File: src/rtl/core/stream_pattern_removal_stack_defines.svh
// Assertion macros shared by the pattern removal stack modules.
// Each macro expects i_clk and i_rst_n in scope.
`ifndef STREAM_PATTERN_REMOVAL_STACK_DEFINES_SVH
`define STREAM_PATTERN_REMOVAL_STACK_DEFINES_SVH

// Condition holds at every clock edge out of reset
`define SPR_ASSERT_ALWAYS(label, cond, msg) \
    label: assert property (@(posedge i_clk) disable iff (!i_rst_n) (cond)) \
        else $error(msg);

// Consequent holds in the same cycle as the antecedent
`define SPR_ASSERT_IMPLY(label, ante, cons, msg) \
    label: assert property (@(posedge i_clk) disable iff (!i_rst_n) \
        (ante) |-> (cons)) else $error(msg);

`endif

File: src/rtl/core/spr_pkg.sv
package spr_pkg;

    // Field widths
    localparam int OPCODE_W = 2;
    localparam int BYTE_W   = 8;
    localparam int KEPT_W   = 11;
    localparam int PAT_W    = 64;
    localparam int PLEN_W   = 4;
    localparam int CFG_IDX_W = 2;

    // Defaults for the top level parameters
    localparam int STACK_DEPTH_DEF = 1024;
    localparam int MAX_PATTERN_DEF = 8;

    // Command queue between front and back
    localparam int QUEUE_DEPTH = 4;
    localparam int QPTR_W      = $clog2(QUEUE_DEPTH);
    localparam int QFILL_W     = $clog2(QUEUE_DEPTH + 1);

    // Opcodes on the input channel
    localparam logic [OPCODE_W-1:0] OPC_PUSH  = 2'd0;
    localparam logic [OPCODE_W-1:0] OPC_READ  = 2'd1;
    localparam logic [OPCODE_W-1:0] OPC_CLEAR = 2'd2;
    localparam logic [OPCODE_W-1:0] OPC_NOP   = 2'd3;

    // Configuration register indexes
    localparam logic [CFG_IDX_W-1:0] CFG_PATTERN_BYTES  = 2'd0;
    localparam logic [CFG_IDX_W-1:0] CFG_PATTERN_LENGTH = 2'd1;

    typedef enum logic [1:0] {
        OP_PUSH,
        OP_READ,
        OP_CLEAR,
        OP_NOP
    } t_op;

    typedef struct packed {
        t_op               op;
        logic [BYTE_W-1:0] text_byte;
    } t_cmd;

    typedef struct packed {
        logic [PAT_W-1:0]  pattern_bytes;
        logic [PLEN_W-1:0] pattern_length;
    } t_cfg;

    typedef struct packed {
        logic [BYTE_W-1:0] out_byte;
        logic [KEPT_W-1:0] kept_count;
        logic              removed;
        logic              read_last;
        logic              read_empty;
        logic              overflow;
    } t_result;

    typedef enum logic [2:0] {
        S_IDLE,
        S_PUSH,
        S_MATCH,
        S_RDADDR,
        S_RDDATA,
        S_DONE
    } t_state;

endpackage

File: src/rtl/core/spr_front.sv
module spr_front (
    input  logic                          i_clk,
    input  logic                          i_rst_n,
    input  logic                          i_in_valid,
    input  logic [spr_pkg::OPCODE_W-1:0]  i_opcode,
    input  logic [spr_pkg::BYTE_W-1:0]    i_text_byte,
    output logic                          o_in_stall,
    input  logic                          i_q_full,
    output logic                          o_push,
    output spr_pkg::t_cmd                 o_cmd
);

    logic          r_valid;
    logic          n_valid;
    spr_pkg::t_cmd r_cmd;
    spr_pkg::t_cmd w_cmd;
    logic          w_accept;

    // Classify the opcode into a command
    always_comb begin
        w_cmd.text_byte = i_text_byte;
        unique case (i_opcode)
            spr_pkg::OPC_PUSH:  w_cmd.op = spr_pkg::OP_PUSH;
            spr_pkg::OPC_READ:  w_cmd.op = spr_pkg::OP_READ;
            spr_pkg::OPC_CLEAR: w_cmd.op = spr_pkg::OP_CLEAR;
            default:            w_cmd.op = spr_pkg::OP_NOP;
        endcase
    end

    // Hold the classified command until the queue takes it
    assign o_in_stall = r_valid && i_q_full;
    assign o_push     = r_valid && !i_q_full;
    assign w_accept   = i_in_valid && !o_in_stall;
    assign o_cmd      = r_cmd;

    always_comb begin
        n_valid = r_valid;
        if (w_accept) begin
            n_valid = 1'b1;
        end else if (o_push) begin
            n_valid = 1'b0;
        end
    end

    always_ff @(posedge i_clk) begin
        if (!i_rst_n) begin
            r_valid <= 1'b0;
        end else begin
            r_valid <= n_valid;
        end
        if (w_accept) begin
            r_cmd <= w_cmd;
        end
    end

endmodule

File: config.mk
export PLATFORM = sky130hd
export DESIGN_NAME = spr_front
export DESIGN_NICKNAME = d
export VERILOG_FILES = /design/src/rtl/core/stream_pattern_removal_stack_defines.svh /design/src/rtl/core/spr_pkg.sv /design/src/rtl/core/spr_front.sv
export SDC_FILE = /design/constraint.sdc
export NUM_CORES = 1
export LEC_CHECK = 0
export BUFFER_PORTS_ARGS = -buffer_cell sky130_fd_sc_hd__buf_4
export CORE_AREA = 2 2 39 41
export CTS_CLUSTER_DIAMETER = 100
export CTS_CLUSTER_SIZE = 28
export DETAILED_ROUTE_END_ITERATION = 6
export DIE_AREA = 0 0 41 43
export SYNTH_ARGS = -nofsm -noshare
export SYNTH_HDL_FRONTEND = slang
export SYNTH_SLANG_ARGS = --single-unit
File: constraint.sdc
create_clock -name i_clk -period 2 [get_ports i_clk]
set_input_delay 0.1 -clock i_clk [delete_from_list [all_inputs] [get_ports i_clk]]
set_output_delay 0.1 -clock i_clk [all_outputs]
set_load 0.03 [all_outputs]
### Yosys cells after proc, flatten, opt, wreduce, memory -nomap -nowiden

Index checks and enable logic that the tools add are counted.

| word-level totals | value |
|---|---|
| register bits after elaboration | 11 |
| latch bits | 0 |
| memory bits (writable) | 0 |
| memory bits (read-only) | 0 |
| bits of input ports | 14 |
| memories kept | 0 |

| operators by class | value |
|---|---|
| $add $sub $neg | 0 |
| multiply operators | 0 |
| divide/modulo/power cells | 0 |
| magnitude comparators | 0 |
| equality and inequality tests | 2 |
| shifts and indexed selects | 0 |
| muxes and demuxes | 3 |
| bitwise operators | 0 |
| reduce and logical (&&, ||, !) cells | 7 |

Operators by type and width:

| operator | count |
|---|---|
| $pmux W2 S3 | 1 |
| $logic_and A1 B1 Y1 | 3 |
| $eq A2 B1 Y1 const B | 1 |
| $eq A2 B2 Y1 const B | 1 |
| $logic_not A1 Y1 | 2 |
| $logic_not A2 Y1 | 1 |
| $mux W1 | 2 |
| $reduce_bool A2 Y1 | 1 |

### Longest topological paths before layout

| depth | value |
|---|---|
| depth after elaboration | 4 |
| gate-level depth with buffers | 2 |

### Least setup slack after synthesis

Ideal clock, no wire load.

| timing | value |
|---|---|
| kind | flip-flop to flip-flop |
| start | register r_valid |
| end | register r_cmd, in the netlist o_cmd[0], enable pin |
| library setup time | 377 ps |
| arrival | 958 ps |
| slack | 664 ps |
| stages on the path, launching flop included | 3 |
| buffers on the path | 0 |
| clock period less this slack | 1336 ps |
| cells stage by stage | dfxtp_1 -> and2_4 -> nor2b_1 |

| between the ends | value |
|---|---|
| longest elaborated chain between the ends | 3 |

Ends and longest elaborated chain:

| element | line | source |
|---|---|---|
| start, declared | spr_front.sv:13 | `logic r_valid;` |
| start signal, assigned | spr_front.sv:49 | `r_valid <= n_valid;` |
| $logic_and A1 B1 Y1 | spr_front.sv:31 | `assign o_in_stall = r_valid && i_q_full;` |
| via o_in_stall | spr_front.sv:7 | `output logic o_in_stall,` |
| $logic_not A1 Y1 | spr_front.sv:33 | `assign w_accept = i_in_valid && !o_in_stall;` |
| $logic_and A1 B1 Y1 | spr_front.sv:33 |  |
| end signal, assigned | spr_front.sv:52 | `r_cmd <= w_cmd;` |
| end, declared | spr_front.sv:15 | `spr_pkg::t_cmd r_cmd;` |

The timed path passes the listed nets, and every way through them passes these cells.
A chain may end at the register's enable or synchronous reset.

### Final worst setup path

| timing | value |
|---|---|
| start | register r_valid |
| end | register r_cmd, in the netlist o_cmd[1], enable pin |

| between the ends | value |
|---|---|
| longest elaborated chain between the ends | 3 |

Ends and longest elaborated chain:

| element | line |
|---|---|
| $logic_and A1 B1 Y1 | spr_front.sv:31 |
| $logic_not A1 Y1 | spr_front.sv:33 |
| $logic_and A1 B1 Y1 | spr_front.sv:33 |

No other way between the ends.

==> summary by stage <==
Setup path
The critical path is of the flip-flop to flip-flop type. STA puts the critical path data arrival time at 1.13 ns. In this design, the largest share of critical-path delay is due to simple AND/OR/NAND/NOR gates.

Among all stages on the critical path, the largest delay is contributed by dfxtp_1. STA classifies the critical path endpoint as a flip-flop. STA classifies the critical path startpoint as a flip-flop.

The largest single stage delay on the critical path is 0.31 ns. Data on the critical path is required at its endpoint by 1.97 ns. The largest fanout on the critical path is 8. Walking the worst path, the cells encountered are and2_4, nor2b_1, buf_4. The number of buffers and inverters on the critical path is 1.

Synth
The mean cell area of the mapped netlist is 21.0 um^2. The number of nets produced by synthesis is 31. Synthesis handed over a netlist of 17 instances. Summing every instance area after synthesis gives 358 um^2. The part of the Yosys area used for sequential elements is 0.895. Synthesis instantiated 7 different standard cells from the library. In this run, synthesis produced a sequential element count of 11. The number of warnings reported in the yosys synthesis log is 0.

Clocking
Post-CTS repair changed the size of 0 cells. The total clock buffers created by CTS is 3. After clock tree synthesis, the setup repair step added 0 buffers. The worst-skew pair later-pin latency is 0.25 ns. The clock drives 11 sinks. Clock tree synthesis selected as its root buffer the cell clkbuf_4.

The CTS tree is yes. Hold repair after CTS inserted 0 buffers. After clock tree synthesis, the clock-pin slew on the worst setup and hold paths is 0.06 ns. CTS built an H-tree with a depth of 1. The maximum clock path buffer count is 2.

Layout
The number of inserted diodes is 0. The area growth from synthesis to layout is 65.4%. The total number of nets in the final design is 60.

The utilization after layout is 0.428. Of the cells placed in the final design, the portion with a size suffix greater than 1 is 0.667. Counting the fill cells in the layout gives 133.

Die
The floorplan die area is 1760 um^2. The number of top-level design ports is 26. From left edge to right edge, the die measures 41 um.

The number of placement rows is 14. The core box area is 1380 um^2. The initial utilization of the core area, before any placement, comes to 0.259. The die outline height is 43 um.

STA
Dividing the final minimum period by the clock period gives 0.581. The number of max-slew violations in the final report is 0. The maximum clock frequency is 861 MHz. The worst slew slack as a fraction of its limit is 0.841. For the finished layout, the period the worst path requires is 1.16 ns.

Setup violations remaining at the end of the flow were counted as 0. Setup repair after global routing left no endpoint under its margin. For the pin with the worst max-slew slack, the measured transition is 0.238 ns. On the final layout, the worst clock skew is 0.000791 ns.

The total count of hold-check failures in the final report is 0. Setup total negative slack on the finished layout was measured at 0 ns.

Place
The count of input and output buffers is 25. The final weighted congestion in routability-driven placement is 0.591.

Global routing
The initial antenna violation count was 0. The number of global-route vias before repair is 232. In the global route stage, met1 resource usage came out at 0.0887. Entering global routing, the biggest net connects 9 pins. The busiest metal layer after global routing is met2. The first global-routing pass estimated 897 um of wire. The overflow left after global routing is 0.

The global routing usage on met3 is 0.0471. For this run, global-route usage on met2 was measured as 0.116. The global-route total usage across every layer is 0.0828.

Power
The leakage power figure is 0.000261 uW. Of the total power, the share spent switching nets is 0.223. The clock network fraction of total power is 0.288. The power per cell area is 827 nW/um^2. The net switching power figure is 109 uW.

Of the total power, combinational logic draws 0.160. The share of total power in sequential cells is 0.551. The internal power component is 380 uW. Overall power consumption after layout is estimated at 489 uW. IR analysis of the VDD net gives a maximum drop of 0.290 mV.

Detailed routing
The via count of the routed design is 238. The ratio of routed vias to standard cells is 3.90. After detailed routing, the average wire length per cell comes to 11.0 um. The remaining routing DRC violations is 0. The iteration-0 DRC count of the detailed router is 2. The routed wire length is 673 um. The number of iterations in the first detailed-routing pass is 3. The remaining antenna violation count is 0.

Outcome
The run finished with clean final reports.

Flow run
The number of max-capacitance violations reported is 0.

Hold path
The worst hold path belongs to the class input port to flip-flop.
[cells in the final DEF (no fill, tap or decap), drive strengths merged]
cell	Yosys	layout
nor2b	1	1
buf	0	26
and2b	1	1
dfxtp	1	1
clkbuf	2	4
edfxtp	10	10
and2	1	1
o21a	1	1
[worst paths after layout]
kind | start | slack (ns) | cells past startpoint | endpoint
setup reg to reg | r_valid | 0.84 | 3 | o_cmd[1]
hold reg to reg | r_valid | 0.60 | 2 | r_valid
hold / removal | i_opcode[1] | 0.02 | 1 | o_cmd[9]
setup / recovery | r_valid | 0.84 | 3 | o_cmd[1]
[through the flow]
step	hold slack (ns)	cell area, um^2	instances	setup slack [ns]
after floorplan	0.199	358	17	0.664
after detailed placement	0.280	566	57	0.835
after CTS	0.00485	592	61	0.813
after global routing	0.000370	592	61	0.760
final	0.0170	592	61	0.839
after global placement	0.279	566	57	0.879
[power groups by stage]
stage	Combinational, uW	Sequential, uW	Clock (uW)
after floorplan	13.0	300	0
after global placement	78.0	275	0
after detailed placement	79.8	275	0
after CTS	79.8	270	148
after global routing	82.8	271	160
final	78.4	270	141
[metal layers]
layer | vias to the layer above | share of wire | wire (um)
li1 | 118 | - | -
met4 | 0 | 0 | 0
met2 | 26 | 0.40 | 266
met3 | 0 | 0.23 | 158
met1 | 94 | 0.37 | 248
met5 | - | 0 | 0
[area by class of cell]
class	instances	area (um^2)	share of cell area
repair buffers	26	195	0.330
well taps	16	20.0	0.0338
clock buffers	4	26.3	0.0444
flip-flops and latches	11	320	0.541
multi-input cells	4	30.0	0.0507
[registers in the layout, indices dropped and copies added (netlist names)]
| name | count |
|---|---|
| r_valid | 1 |
| o_cmd | 10 |
[Yosys cell counts]
| cell | number | area share |
|---|---|---|
| and2_4 | 1 | 0.024 |
| and2b_1 | 1 | 0.021 |
| clkbuf_1 | 2 | 0.021 |
| dfxtp_1 | 1 | 0.056 |
| edfxtp_1 | 10 | 0.84 |
| nor2b_1 | 1 | 0.017 |
| o21a_1 | 1 | 0.021 |
[logic make-up (layout without fill, tap and decap cells)]
| logic type | Yosys count | count (layout) | share of synthesized area |
|---|---|---|---|
| and+or+nand+nor | 3 | 3 | 0.0630 |
| AOI/OAI and AO/OA | 1 | 1 | 0.0210 |
| buffers and inverters | 2 | 30 | 0.0210 |
| DFF | 11 | 11 | 0.895 |
Power figures use the tool's default switching activity.
