### src/rtl/core/stream_pattern_removal_stack_defines.svh
// Assertion macros shared by the pattern removal stack modules.
// Each macro expects i_clk and i_rst_n in scope.
`ifndef STREAM_PATTERN_REMOVAL_STACK_DEFINES_SVH
`define STREAM_PATTERN_REMOVAL_STACK_DEFINES_SVH

// Condition holds at every clock edge out of reset
`define SPR_ASSERT_ALWAYS(label, cond, msg) \
    label: assert property (@(posedge i_clk) disable iff (!i_rst_n) (cond)) \
        else $error(msg);

// Consequent holds in the same cycle as the antecedent
`define SPR_ASSERT_IMPLY(label, ante, cons, msg) \
    label: assert property (@(posedge i_clk) disable iff (!i_rst_n) \
        (ante) |-> (cons)) else $error(msg);

`endif

### src/rtl/core/spr_pkg.sv
package spr_pkg;

    // Field widths
    localparam int OPCODE_W = 2;
    localparam int BYTE_W   = 8;
    localparam int KEPT_W   = 11;
    localparam int PAT_W    = 64;
    localparam int PLEN_W   = 4;
    localparam int CFG_IDX_W = 2;

    // Defaults for the top level parameters
    localparam int STACK_DEPTH_DEF = 1024;
    localparam int MAX_PATTERN_DEF = 8;

    // Command queue between front and back
    localparam int QUEUE_DEPTH = 4;
    localparam int QPTR_W      = $clog2(QUEUE_DEPTH);
    localparam int QFILL_W     = $clog2(QUEUE_DEPTH + 1);

    // Opcodes on the input channel
    localparam logic [OPCODE_W-1:0] OPC_PUSH  = 2'd0;
    localparam logic [OPCODE_W-1:0] OPC_READ  = 2'd1;
    localparam logic [OPCODE_W-1:0] OPC_CLEAR = 2'd2;
    localparam logic [OPCODE_W-1:0] OPC_NOP   = 2'd3;

    // Configuration register indexes
    localparam logic [CFG_IDX_W-1:0] CFG_PATTERN_BYTES  = 2'd0;
    localparam logic [CFG_IDX_W-1:0] CFG_PATTERN_LENGTH = 2'd1;

    typedef enum logic [1:0] {
        OP_PUSH,
        OP_READ,
        OP_CLEAR,
        OP_NOP
    } t_op;

    typedef struct packed {
        t_op               op;
        logic [BYTE_W-1:0] text_byte;
    } t_cmd;

    typedef struct packed {
        logic [PAT_W-1:0]  pattern_bytes;
        logic [PLEN_W-1:0] pattern_length;
    } t_cfg;

    typedef struct packed {
        logic [BYTE_W-1:0] out_byte;
        logic [KEPT_W-1:0] kept_count;
        logic              removed;
        logic              read_last;
        logic              read_empty;
        logic              overflow;
    } t_result;

    typedef enum logic [2:0] {
        S_IDLE,
        S_PUSH,
        S_MATCH,
        S_RDADDR,
        S_RDDATA,
        S_DONE
    } t_state;

endpackage

### src/rtl/core/spr_queue.sv
`include "stream_pattern_removal_stack_defines.svh"

module spr_queue (
    input  logic          i_clk,
    input  logic          i_rst_n,
    input  logic          i_push,
    input  spr_pkg::t_cmd i_cmd,
    output logic          o_full,
    input  logic          i_pop,
    output logic          o_valid,
    output spr_pkg::t_cmd o_cmd
);

    spr_pkg::t_cmd                  r_entry [spr_pkg::QUEUE_DEPTH];
    logic [spr_pkg::QPTR_W-1:0]     r_wptr;
    logic [spr_pkg::QPTR_W-1:0]     r_rptr;
    logic [spr_pkg::QFILL_W-1:0]    r_fill;
    logic [spr_pkg::QPTR_W-1:0]     n_wptr;
    logic [spr_pkg::QPTR_W-1:0]     n_rptr;
    logic [spr_pkg::QFILL_W-1:0]    n_fill;

    assign o_full  = (r_fill == spr_pkg::QFILL_W'(spr_pkg::QUEUE_DEPTH));
    assign o_valid = (r_fill != '0);
    assign o_cmd   = r_entry[r_rptr];

    // Advance pointers and fill level
    always_comb begin
        n_wptr = r_wptr;
        n_rptr = r_rptr;
        n_fill = r_fill;
        if (i_push) begin
            n_wptr = r_wptr + spr_pkg::QPTR_W'(1);
        end
        if (i_pop) begin
            n_rptr = r_rptr + spr_pkg::QPTR_W'(1);
        end
        case ({i_push, i_pop})
            2'b10:   n_fill = r_fill + spr_pkg::QFILL_W'(1);
            2'b01:   n_fill = r_fill - spr_pkg::QFILL_W'(1);
            default: n_fill = r_fill;
        endcase
    end

    always_ff @(posedge i_clk) begin
        if (!i_rst_n) begin
            r_wptr <= '0;
            r_rptr <= '0;
            r_fill <= '0;
        end else begin
            r_wptr <= n_wptr;
            r_rptr <= n_rptr;
            r_fill <= n_fill;
        end
        if (i_push) begin
            r_entry[r_wptr] <= i_cmd;
        end
    end

    `SPR_ASSERT_IMPLY(a_push_not_full, i_push, !o_full, "queue written while full")
    `SPR_ASSERT_IMPLY(a_pop_not_empty, i_pop, o_valid, "queue read while empty")
    `SPR_ASSERT_ALWAYS(a_fill_bound, r_fill <= spr_pkg::QFILL_W'(spr_pkg::QUEUE_DEPTH), "queue fill out of range")

endmodule

### config.mk
export PLATFORM = sky130hd
export DESIGN_NAME = spr_queue
export DESIGN_NICKNAME = d
export VERILOG_FILES = /design/src/rtl/core/spr_pkg.sv /design/src/rtl/core/spr_queue.sv
export VERILOG_INCLUDE_DIRS = /design/src /design/src/rtl/core
export SDC_FILE = /design/constraint.sdc
export NUM_CORES = 1
export LEC_CHECK = 0
export BUFFER_PORTS_ARGS = -buffer_cell sky130_fd_sc_hd__buf_2
export CORE_MARGIN = 10
export CORE_UTILIZATION = 50
export DETAILED_ROUTE_END_ITERATION = 12
export GPL_TIMING_DRIVEN = 0
export PLACE_DENSITY = 0.79
export SKIP_LAST_GASP = 1
export SYNTH_ARGS = -nofsm -noshare
export SYNTH_HDL_FRONTEND = slang
export SYNTH_SLANG_ARGS = --single-unit
### constraint.sdc
create_clock -name i_clk -period 1.5 [get_ports i_clk]
set_input_delay 0.375 -clock i_clk [delete_from_list [all_inputs] [get_ports i_clk]]
set_output_delay 0.375 -clock i_clk [all_outputs]
set_load 0.005 [all_outputs]
# Yosys cells after proc, flatten, opt, wreduce, memory -nomap -nowiden
# Memory sizes are Yosys's and may differ from the RTL's. A register that Yosys moved wholly into a read port is not among the register bits.
# Index checks and enable logic that the tools add are counted.
[word_totals] latchBits=0 mem_bits_ro=0 wordCells=18 register_bits=7 in_bits=14 n_memories=1 output_inout_bits=12 ramBits=40
[mem_list] name="r_entry" depth=4 width=10 rd=1 rd_ports_with_merged_regs=1 write_ports=1 line="spr_queue.sv:14" source="spr_pkg::t_cmd r_entry [spr_pkg::QUEUE_DEPTH];"
[op_classes] n_shift=0 magnitude_cmp=0 n_eq_ne=3 n_bitwise=0 mul=0 div=0 addsub=4 mux=5 n_reduce_logical=2
[ops] cell="case mux 3 bit (2 select lines)" count=1
[ops] cell="adder 2 x 1 -> 2 bit, second input constant" count=2
[ops] cell="2-to-1 mux 2 bit" count=2
[ops] cell="adder 3 x 1 -> 3 bit, second input constant" count=1
[ops] cell="equality test 3 bit, second input constant" count=1
[ops] cell="nonzero test 3 bit" count=1
[ops] cell="subtractor 3 x 1 -> 3 bit, second input constant" count=1
[ops] cell="equality test 2 x 1 -> 1 bit, second input constant" count=1
[ops] cell="equality test 2 bit, second input constant" count=1
[ops] cell="2-to-1 mux 1 bit" count=2
[ops] cell="nonzero test 2 bit" count=1

# Depth between registers and ports, before layout
# Gate-level depths: netlist of run 1.
[logic_depth] depth_word=3 mapped_depth=6 ltp_nobuf=6

# Worst setup path before layout of run 1
# No wires, ideal clock.
[synth_timing] kind="input to register" start="input i_push" end="register r_fill[2] in the netlist's numbering" path_buffers=0 stages=6 setup_ps=70 t_required_ps=1430 setup_slack_ps=-106 t_arrival_ps=1536 cell_sequence="inv_1 > ha_1 > fa_1 > xnor2_1 > or3_1 > a21boi_1"
[synth_via] elab_chain_cells=2 elab_cells_between_ends=4 classes_between="2 x eq/ne; 1 x mux; 1 x reduce/logical"
[synth_lines] element="from (decl)" line="spr_queue.sv:6" source="input logic i_push,"
[synth_lines] element="equality test 2 x 1 -> 1 bit or equality test 2 bit (tied branches)" line="spr_queue.sv:37" source="case ({i_push, i_pop})"
[synth_lines] element="case mux 3 bit (2 select lines) or nonzero test 2 bit (tied branches)"
[synth_lines] element="to (signal assigned)" line="spr_queue.sv:52" source="r_fill <= n_fill;"
[synth_lines] element="to (decl)" line="spr_queue.sv:17" source="logic [spr_pkg::QFILL_W-1:0] r_fill;"
# Several ways; a longest one is shown, not always the timed one.
# A chain may end at the register's enable or synchronous reset.

==> run metrics, run 1 <==
vias in the first global route=between 900 and 1000; Final ANT Viol Nets=0; xor/xnor cell area share of the yosys netlist=2.32%; Sink Count=49; Clock Skews=0.00872 ns; Root Buffer=clkbuf_8; synthesized flop and latch total=49; Max Freq=539 MHz; DRT iter0 DRCs=85; Synth Instances=94; Yosys top cell area share=63.7%; Initial Util=approximately half; status=finished, violations left; part of the cycle the worst path needs=124%; Placed Area=2090 um2; Seq/Total Area, Yosys=73.3%; mux contribution to synthesized area=13.0%; WL per Instance=17.1 um; Synth cell types=18; Post-Layout Inst Area=between 2000 and 2500 um2; area delta synth->final=20.2%; DRC=0; largest family of logic cells by synthesized area=multiplexers; IO Port Bufs=25; gpl congestion=0.642; via count=902; total global-route track usage=around a tenth; Synth area leader=edfxtp_1; Syn. warnings=0; Clock Latency Late Sink=0.30 ns; I/O Pins=26; Crit Path Category=register to primary output; Critical Path Sink Type=primary output; final setup vio count=10; CTS H-tree lvls=2; VDD IR-drop max=0.707 mV; Horiz. Die Dim=~81 um; Final Worst Setup Slack=-0.356 ns; total core area=3660 um2; final period demand of the worst path=1.86 ns; WL final=between 3 and 4 mm; Via density=5.10; CTS buffer count=5; Slew HR=66.5%; max_cap viols=0; Nets=148; Simple-Gate Fraction of Synth Area=4.91%; initial antenna violation count=0; hold buffer count at CTS=0; first-pass GRT wire length=between 5 and 6 mm; CP Launch Type=register; Power Density=1260 nW/um2; largest net degree at the start of global routing=17; fraction of layout cells with a size suffix above 1=a little over two fifths; Mapped Area=~1900 um2; largest fanout on the critical path=5; HPWL Detailed=2.21 mm; Post-Synth Adder-Cell Area=under 10%; leak pwr=0.817 nW; HP Class=input pin to register; maximum clock insertion buffer count=2; Syn Nets=114; CP Data Required Time=approximately 1.1 ns; worst slew pin tran=0.503 ns; Mean Syn Cell Area=20.1 um2; Worst-path clk slew=0.09 ns; Fin. Hold Viols=0; CP arrival=1.48 ns; Antenna diodes=0; global route overflow=0; TritonCTS clock tree=done; die area=roughly 6600 um2; Die Ht=81.4 um; failing checks=setup timing; RSZ-0062 raised after global routing=true; Area contributors post-synth=edfxtp_1, mux4_2, dfxtp_1, ha_1, and2_1; final design utilization=about 62%; num rows=22; Slew Limit Fails=0; DR pass1 iterations=3; Synth Area in Compound Gates=0.664%
-- critical path, stage by stage, from the launching register on --
cell     delay (ns)
dfxtp_4        0.39
buf_8          0.13
mux4_2         0.52
buf_6          0.13
-- sequential cells by signal, summed over array words and instances (netlist names), named ones only --
name / count
r_entry: 40
r_fill: 3
r_rptr: 2
r_wptr: 2
-- through the flow --
stage	setup slack [ns]	power (W)	std cells	hold WS (ns)	setup TNS (ns)
detailed placement	-0.255	0.00194	167	0.505	-0.646
global placement	-0.218	0.00192	167	0.473	-0.454
finish	-0.356	0.00286	177	0.282	-3.26
global route	-0.415	0.00302	177	0.268	-3.94
floorplan	-0.0165	0.00181	94	0.464	-0.0165
CTS	-0.377	0.00288	177	0.273	-3.52
-- per-layer routing --
layer  up-vias  wire length, um  track usage (%)
met4         0               44             4.15
met2        17             1700             17.7
met5         -                0                0
li1        428                -                -
met1       451             1110             11.4
met3         6              175             4.59
-- what timing repair did --
item                       in CTS  in global routing
setup buffers                   1                  0
gates cloned                    1                  0
resized for setup               6                  6
pin swaps                       0                  1
setup endpoints to repair      11                 13
-- placed cells by master, fill, tap and decap left out --
master | netlist | layout
xor2_1 | 2 | 2
buf_16 | 0 | 1
nor3b_1 | 1 | 1
ha_4 | 0 | 1
buf_2 | 0 | 21
inv_6 | 0 | 1
xnor2_1 | 3 | 3
mux2i_1 | 2 | 2
buf_6 | 1 | 3
nor2b_1 | 2 | 2
mux4_2 | 10 | 10
buf_8 | 0 | 1
ha_1 | 5 | 4
and2_2 | 0 | 1
dfxtp_2 | 0 | 3
edfxtp_1 | 40 | 40
o21ai_0 | 1 | 1
dfxtp_1 | 9 | 5
clkbuf_2 | 1 | 1
dfxtp_4 | 0 | 1
buf_4 | 0 | 1
clkinv_2 | 0 | 1
nand2_1 | 1 | 1
or3_1 | 2 | 2
and2_1 | 9 | 8
bufinv_16 | 0 | 1
inv_1 | 3 | 3
clkbuf_4 | 0 | 1
a21boi_1 | 1 | 1
fa_2 | 0 | 1
clkbuf_8 | 0 | 5
-- layout make-up --
cell class                 instances  area, um2
sequential                        49       1390
tap                               48       60.1
fill                             274       1390
inverter                           3       11.3
multi-input combinational         40        493
timing repair buffer              27        181
buffer                             2       20.0
clock inverter                     3       43.8
clock buffer                       5       68.8
-- cell usage after synthesis, drive strengths merged --
library cell and instances:
ha 5, fa 1, and2 9, or3 2, buf 1, xor2 2
nor2b 2, dfxtp 9, nor3b 1, inv 3, a21boi 1, mux4 10
clkbuf 1, o21ai 1, xnor2 3, nand2 1, mux2i 2, edfxtp 40
-- path summary, 6_finish.rpt --
kind	from	endpoint	slack [ns]	cells after the start
max	register	o_cmd[9]	-0.36	3
min	i_cmd[9]	r_entry[3][9]$_DFFE_PP_	0.28	1
max reg2reg	r_fill[1]$_SDFFE_PN0P_	r_fill[2]$_SDFFE_PN0P_	0.08	5
min reg2reg	r_fill[2]$_SDFFE_PN0P_	r_fill[2]$_SDFFE_PN0P_	0.50	2
-- where the power goes --
part,internal (W),switching (W),total (W)
Sequential,0.00155,0.0000399,0.00159
Combinational,0.000205,0.000149,0.000354
Clock,0.000499,0.000412,0.000911
-- logic make-up after synthesis --
kind of cell | after synthesis
flip-flops | 49
AND/OR/NAND/NOR | 15
multiplexers | 12
adder cells (fa/ha/maj) | 6
XOR/XNOR | 5
buffers and inverters | 5
AO/OA/AOI/OAI | 2
Note: power is estimated with default switching activity, not from simulation.
==> run 2: changes to the inputs <==
--- a/config.mk
+++ b/config.mk
@@ -6,7 +6,7 @@
 export SDC_FILE = /design/constraint.sdc
 export NUM_CORES = 1
 export LEC_CHECK = 0
-export BUFFER_PORTS_ARGS = -buffer_cell sky130_fd_sc_hd__buf_2
+export BUFFER_PORTS_ARGS = -buffer_cell sky130_fd_sc_hd__clkbuf_2
 export CORE_MARGIN = 10
 export CORE_UTILIZATION = 50
 export DETAILED_ROUTE_END_ITERATION = 12
==> run metrics, run 2 (synthesis results as in run 1) <==
initial antenna violation count=0 (unchanged); largest fanout on the critical path=5 (unchanged); total core area=3660 um2 (unchanged); num rows=22 (unchanged); WL final=2.95 mm (was 3.03 mm); family with the most delay on the worst path=multiplexers (unchanged); vias in the first global route=1043 (was 976); CP Launch Type=register (unchanged); commonest non-fill, non-tap cells in the layout=edfxtp_1, clkbuf_2, mux4_2, and2_1, dfxtp_1 (was edfxtp_1, buf_2, mux4_2, and2_1); worst hold path stage count=1 (unchanged); worst r2r src=r_fill[1]$_SDFFE_PN0P_ (unchanged); global route overflow=0 (unchanged); hold_sp=i_cmd[7] (was i_cmd[9]); leak pwr=0.807 nW (was 0.817 nW); IO Port Bufs=25 (unchanged); TritonCTS clock tree=done (unchanged); Antenna diodes=0 (unchanged); HPWL Detailed=2.12 mm (was 2.21 mm); via count=916 (was 902); hold slack=0.293 ns (was 0.282 ns); DRC=0 (unchanged); Sink Count=49 (unchanged); worst slew pin tran=0.517 ns (was 0.503 ns); DRT iter0 DRCs=56 (was 85); Clock Skews=0.00446 ns (was 0.00872 ns); HP Class=input pin to register (unchanged); Fin. Hold Viols=0 (unchanged); biggest regs=r_entry x40, r_fill x3 (unchanged); reg2reg setup slack=0.06 ns (was 0.08 ns); Root Buffer=clkbuf_8 (unchanged); Critical Path Sink Type=primary output (unchanged); Cell Count, Final, Fillers Out=177 (unchanged); Power Density=1260 nW/um2 (about the same); Initial Util=51.5% (unchanged); Nets=148 (unchanged); area delta synth->final=19.0% (was 20.2%); Tot Pwr=0.00282 W (was 0.00286 W); maximum clock insertion buffer count=2 (unchanged); WL per Instance=16.7 um (was 17.1 um); worst reg2reg path depth=5 (unchanged); fraction of layout cells with a size suffix above 1=39.5% (was 41.9%); Clock Latency Late Sink=0.29 ns (was 0.30 ns); VDD IR-drop max=0.778 mV (was 0.707 mV); largest net degree at the start of global routing=16 (was 17); status=finished, violations left (unchanged); Final Worst Setup Slack=-0.333 ns (was -0.356 ns); Die Ht=81.4 um (unchanged); Slew HR=65.5% (was 66.5%); final period demand of the worst path=1.83 ns (was 1.86 ns); CP peak stage delay=0.50 ns (was 0.52 ns); first-pass GRT wire length=5.00 mm (was 5.10 mm); CTS buffer count=5 (unchanged); Via density=5.18 (was 5.10); Placed Cells incl. Taps=167 (unchanged); die area=6630 um2 (unchanged); Slew Limit Fails=0 (unchanged); max_cap viols=0 (unchanged); most common cell after layout, fill and taps aside=edfxtp_1 (unchanged); Min-Delay Endpoint=r_entry[1][7]$_DFFE_PP_ (was r_entry[3][9]$_DFFE_PP_); failing checks=setup timing (unchanged); Final ANT Viol Nets=0 (unchanged); max reg flops=40 (unchanged); CP Data Required Time=1.12 ns (about the same); Max Freq=546 MHz (was 539 MHz); register name with the most flops=r_entry (unchanged); Horiz. Die Dim=81.4 um (unchanged); final setup vio count=10 (unchanged); CTS H-tree lvls=2 (unchanged); I/O Pins=26 (unchanged); CP bufs+invs=2 (unchanged); RSZ-0062 raised after global routing=true (unchanged); DR pass1 iterations=4 (was 3); crit path cell chain=buf_8, mux4_2, clkbuf_2 (was buf_8, mux4_2, buf_6); total global-route track usage=10.1% (was 10.5%); Worst-path clk slew=0.08 ns (was 0.09 ns); Crit Path Category=register to primary output (unchanged); Worst R2R End=r_fill[2]$_SDFFE_PN0P_ (unchanged); Critical-path top delay cell=mux4_2 (unchanged); part of the cycle the worst path needs=122% (was 124%); gpl congestion=0.642 (about the same); CP arrival=1.46 ns (was 1.48 ns)
==> run 2: changes by cell type in the layout (fill, tap and decap cells not counted), sizes merged <==
cell	change
buf	-23
clkbuf	+23
clkinvlp	+1
inv	-1
==> run 2: worst max-delay path by stage <==
stage               startpoint                endpoint  slack (ns)  cells past startpoint
global placement        i_push  r_fill[2]$_SDFFE_PN0P_       -0.23                      7
finish                register                o_cmd[6]       -0.33                      3
CTS                   register                o_cmd[6]       -0.35                      3
floorplan               i_push  r_fill[2]$_SDFFE_PN0P_       -0.02                      6
global route          register                o_cmd[9]       -0.40                      3
detailed placement      i_push  r_fill[2]$_SDFFE_PN0P_       -0.28                      7
==> run 2: power breakdown <==
| part | switching [W] | internal (W) |
|---|---|---|
| Combinational | 0.000149 | 0.000191 |
| Sequential | 0.0000377 | 0.00155 |
| Clock | 0.000404 | 0.000490 |
| Total | 0.000590 | 0.00223 |
==> run 2: layout make-up <==
type	instances	area [um2]
Buffer	2	20.0
Clock buffer	5	68.8
Clock inverter	3	41.3
Fill cell	272	1420
Inverter	3	11.3
Multi-Input combinational cell	40	492
Sequential cell	49	1390
Tap cell	48	60.1
Timing Repair Buffer	27	163
==> run 2: metal layers <==
metal	part of all wire [%]	track usage, %	up-vias
li1	-	-	427
met3	6.4	3.82	5
met2	53	17.4	18
met4	1.6	4.67	0
met5	0	0	-
met1	39	10.9	466
==> run 2: through the flow <==
step / setup WS, ns / setup TNS (ns) / util [%] / instance area, um2
3_5_place_dp: -0.282 / -0.538 / 57.0 / 2090
6_report: -0.333 / -3.10 / 61.3 / 2240
2_1_floorplan: -0.0165 / -0.0165 / - / 1900
3_3_place_gp: -0.230 / -0.355 / 57.0 / 2090
4_1_cts: -0.351 / -3.32 / 61.2 / 2240
5_1_grt: -0.400 / -3.79 / 61.3 / 2240
==> run 2: repair_timing <==
item	CTS	global route
buffers inserted	1	0
endpoints found under the setup margin	11	12
resized for setup	6	3
hold buffers	0	0
gates cloned	1	0
pin swaps	0	1
==> run 3: changes to the inputs <==
--- a/config.mk
+++ b/config.mk
@@ -6,6 +6,7 @@
 export SDC_FILE = /design/constraint.sdc
 export NUM_CORES = 1
 export LEC_CHECK = 0
+export ABC_AREA = 1
 export BUFFER_PORTS_ARGS = -buffer_cell sky130_fd_sc_hd__clkbuf_2
 export CORE_MARGIN = 10
 export CORE_UTILIZATION = 50
==> run metrics, run 3 <==
Clock Latency Late Sink=0.30 ns (was 0.29 ns); register name with the most flops=r_entry (unchanged); TritonCTS clock tree=done (unchanged); Final ANT Viol Nets=0 (unchanged); total global-route track usage=13.1% (was 10.1%); DR pass1 iterations=4 (unchanged); grt met2 use=23.5% (was 17.4%); Die Ht=82.3 um (was 81.4 um); total core area=3720 um2 (was 3660 um2); worst r2r src=r_wptr[0]$_SDFFE_PN0P_ (was r_fill[1]$_SDFFE_PN0P_); Comb pwr share=12.1% (was 12.0%); gr busiest metal=met2 (unchanged); Sink Count=49 (unchanged); Post-synth top cells=edfxtp_1, nor2_1, o21ai_1, inv_1 (was edfxtp_1, mux4_2, and2_1, dfxtp_1, ha_1); failing checks=setup timing (unchanged); RSZ-0062 raised after global routing=true (unchanged); # fillers=287 (was 272); IO Port Bufs=25 (unchanged); CP Data Required Time=1.12 ns (about the same); Place WS=-0.231 ns (was -0.282 ns); leak pwr=0.914 nW (was 0.807 nW); Antenna diodes=0 (unchanged); Fin. Hold Viols=0 (unchanged); Synth area leader=edfxtp_1 (unchanged); final period demand of the worst path=1.60 ns (was 1.83 ns); HP Class=input pin to register (unchanged); Mean Syn Cell Area=12.4 um2 (was 20.1 um2); net switching power=0.000637 W (was 0.000590 W); synthesized flop and latch total=49 (unchanged); Critical Path Sink Type=primary output (unchanged); ys async rst share=0% (unchanged); final setup vio count=10 (unchanged); vias in the first global route=1380 (was 1043); Seq/Total Area, Yosys=71.2% (was 73.3%); worst slew pin tran=0.457 ns (was 0.517 ns); Slew HR=69.5% (was 65.5%); Worst-path clk slew=0.09 ns (was 0.08 ns); Synth Instances=156 (was 94); initial antenna violation count=0 (unchanged); Clock Skews=0.00963 ns (was 0.00446 ns); commonest non-fill, non-tap cells in the layout=edfxtp_1, nor2_1, clkbuf_2, o21ai_1, inv_1 (was edfxtp_1, clkbuf_2, mux4_2, and2_1, dfxtp_1); WL final=4.16 mm (was 2.95 mm); num rows=22 (unchanged); most common cell after layout, fill and taps aside=edfxtp_1 (unchanged); Synth cell types=16 (was 18); Horiz. Die Dim=82.3 um (was 81.4 um); Syn Nets=176 (was 114); Post-synth EDFFs=40 (unchanged); via count=1272 (was 916); Post-Layout Inst Area=2320 um2 (was 2240 um2); Clock power frac=31.8% (was 31.7%); largest fanout on the critical path=5 (unchanged); Synth Flop Type=edfxtp_1 (unchanged); biggest regs=r_entry x40, r_fill x3 (unchanged); I/O Pins=26 (unchanged); Placed Area=2120 um2 (was 2090 um2); status=finished, violations left (unchanged); WL per Instance=17.3 um (was 16.7 um); met1 usage=14.0% (was 10.9%); CTS H-tree lvls=2 (unchanged); Final Worst Setup Slack=-0.0960 ns (was -0.333 ns); Initial Util=52.2% (was 51.5%); worst reg2reg path depth=4 (was 5); hold_sp=i_cmd[6] (was i_cmd[7]); max_cap viols=0 (unchanged); DRT iter0 DRCs=120 (was 56); Worst R2R End=r_entry[0][0]$_DFFE_PP_ (was r_fill[2]$_SDFFE_PN0P_); Yosys top cell area share=61.9% (was 63.7%); Area contributors post-synth=edfxtp_1, dfxtp_1, o21ai_1, nor2_1, ha_1 (was edfxtp_1, mux4_2, dfxtp_1, ha_1, and2_1); Cell Int Power=0.00217 W (was 0.00223 W); Mapped Area=1940 um2 (was 1890 um2); Syn. warnings=0 (unchanged); Flop pwr share=56.1% (was 56.3%); gpl congestion=0.751 (was 0.642); Min-Delay Endpoint=r_entry[1][6]$_DFFE_PP_ (was r_entry[1][7]$_DFFE_PP_); maximum clock insertion buffer count=2 (unchanged); Nets=211 (was 148); die area=6770 um2 (was 6630 um2); Crit Path Category=register to primary output (unchanged); VDD IR-drop max=0.775 mV (was 0.778 mV); CTS buffer count=5 (unchanged); Root Buffer=clkbuf_8 (unchanged); largest net degree at the start of global routing=15 (was 16); Via density=5.30 (was 5.18); Switching Fraction=22.7% (was 20.9%); first-pass GRT wire length=6.55 mm (was 5.00 mm); Max Freq=627 MHz (was 546 MHz); CP Launch Type=register (unchanged); reg2reg setup slack=0.14 ns (was 0.06 ns); global route overflow=0 (unchanged); max reg flops=40 (unchanged); part of the cycle the worst path needs=106% (was 122%); most common cell in the synthesized netlist=edfxtp_1 (unchanged); hold slack=0.290 ns (was 0.293 ns); met3 Use GR=4.75% (was 3.82%); worst hold path stage count=1 (unchanged); CP arrival=1.22 ns (was 1.46 ns); DRC=0 (unchanged); Slew Limit Fails=0 (unchanged); fraction of layout cells with a size suffix above 1=29.7% (was 39.5%); area delta synth->final=19.5% (was 19.0%); HPWL Detailed=2.75 mm (was 2.12 mm); Power Density=1210 nW/um2 (was 1260 nW/um2)
-- run 3: changes by cell type after synthesis, sizes merged, moves of 2 or more --
cell   previous run  this run
mux4             10         0
xor2              2         0
nand2             1        10
mux2i             2         0
inv               3        15
o21ai             1        26
o22ai             0        10
buf               1         5
nor2              0        29
nor2b             2         0
or3               2         0
a21oi             0         4
and2              9         0
xnor2             3         0
-- run 3: through the flow --
stage | utilization, % | setup TNS, ns | std cells | power [W]
after floorplan | - | 0 | 156 | 0.00177
after global placement | 57.2 | -0.194 | 229 | 0.00189
after detailed placement | 57.2 | -0.341 | 229 | 0.00191
after CTS | 61.4 | -1.13 | 240 | 0.00281
after global routing | 62.4 | -1.52 | 240 | 0.00293
final | 62.4 | -0.824 | 240 | 0.00281
-- run 3: critical path, stage by stage (launching register included) --
cell     delay (ns)
dfxtp_4        0.37
inv_4          0.07
buf_4          0.14
nor2_1         0.05
o22ai_1        0.15
buf_2          0.14
-- run 3: power by group through the flow --
stage               combinational, W  sequential, W  clock, W
finish                      0.000340        0.00157  0.000892
global route                0.000384        0.00158  0.000966
CTS                         0.000334        0.00157  0.000905
detailed placement          0.000314        0.00160         0
global placement            0.000292        0.00160         0
floorplan                   0.000180        0.00159         0
-- run 3: area by class of cell --
cell class,instances,area (um2),area share (%)
Tap cell,48,60.1,2.59
Clock buffer,6,72.6,3.13
Timing Repair Buffer,28,148,6.37
Inverter,15,58.8,2.54
Buffer,5,56.3,2.43
Clock inverter,2,33.8,1.46
Sequential cell,49,1390,59.8
Multi-Input combinational cell,87,502,21.7
-- run 3: kinds of logic after synthesis --
family                     after synthesis  synth area share [%]
and+or+nand+nor                         41                  8.13
DFF                                     49                  71.2
adders and majority gates                6                  4.26
AOI/OAI and AO/OA                       40                  11.0
buffers and inverters                   20                  5.42
-- run 3: worst max path at each step --
stage	end	slack, ns	cells past startpoint
global placement	r_fill[2]$_SDFFE_PN0P_	-0.13	9
floorplan	r_fill[2]$_SDFFE_PN0P_	0.08	8
CTS	o_cmd[0]	-0.13	5
global route	o_cmd[8]	-0.18	5
finish	o_cmd[9]	-0.1	5
detailed placement	r_fill[2]$_SDFFE_PN0P_	-0.23	9
-- run 3: layer usage --
layer | wire length, um | vias to the layer above | share of wire [%]
li1 | - | 617 | -
met1 | 1610 | 607 | 39
met2 | 2220 | 41 | 53
met3 | 269 | 7 | 6.5
met4 | 60 | 0 | 1.4
met5 | 0 | - | 0
-- run 3: what timing repair did --
item	in CTS	in global routing
cloned	3	0
pin swaps	4	2
gates resized for setup	14	15
hold buffers	0	0
buffers inserted	0	0
endpoints found under the hold margin	0	0
setup endpoints to repair	10	10
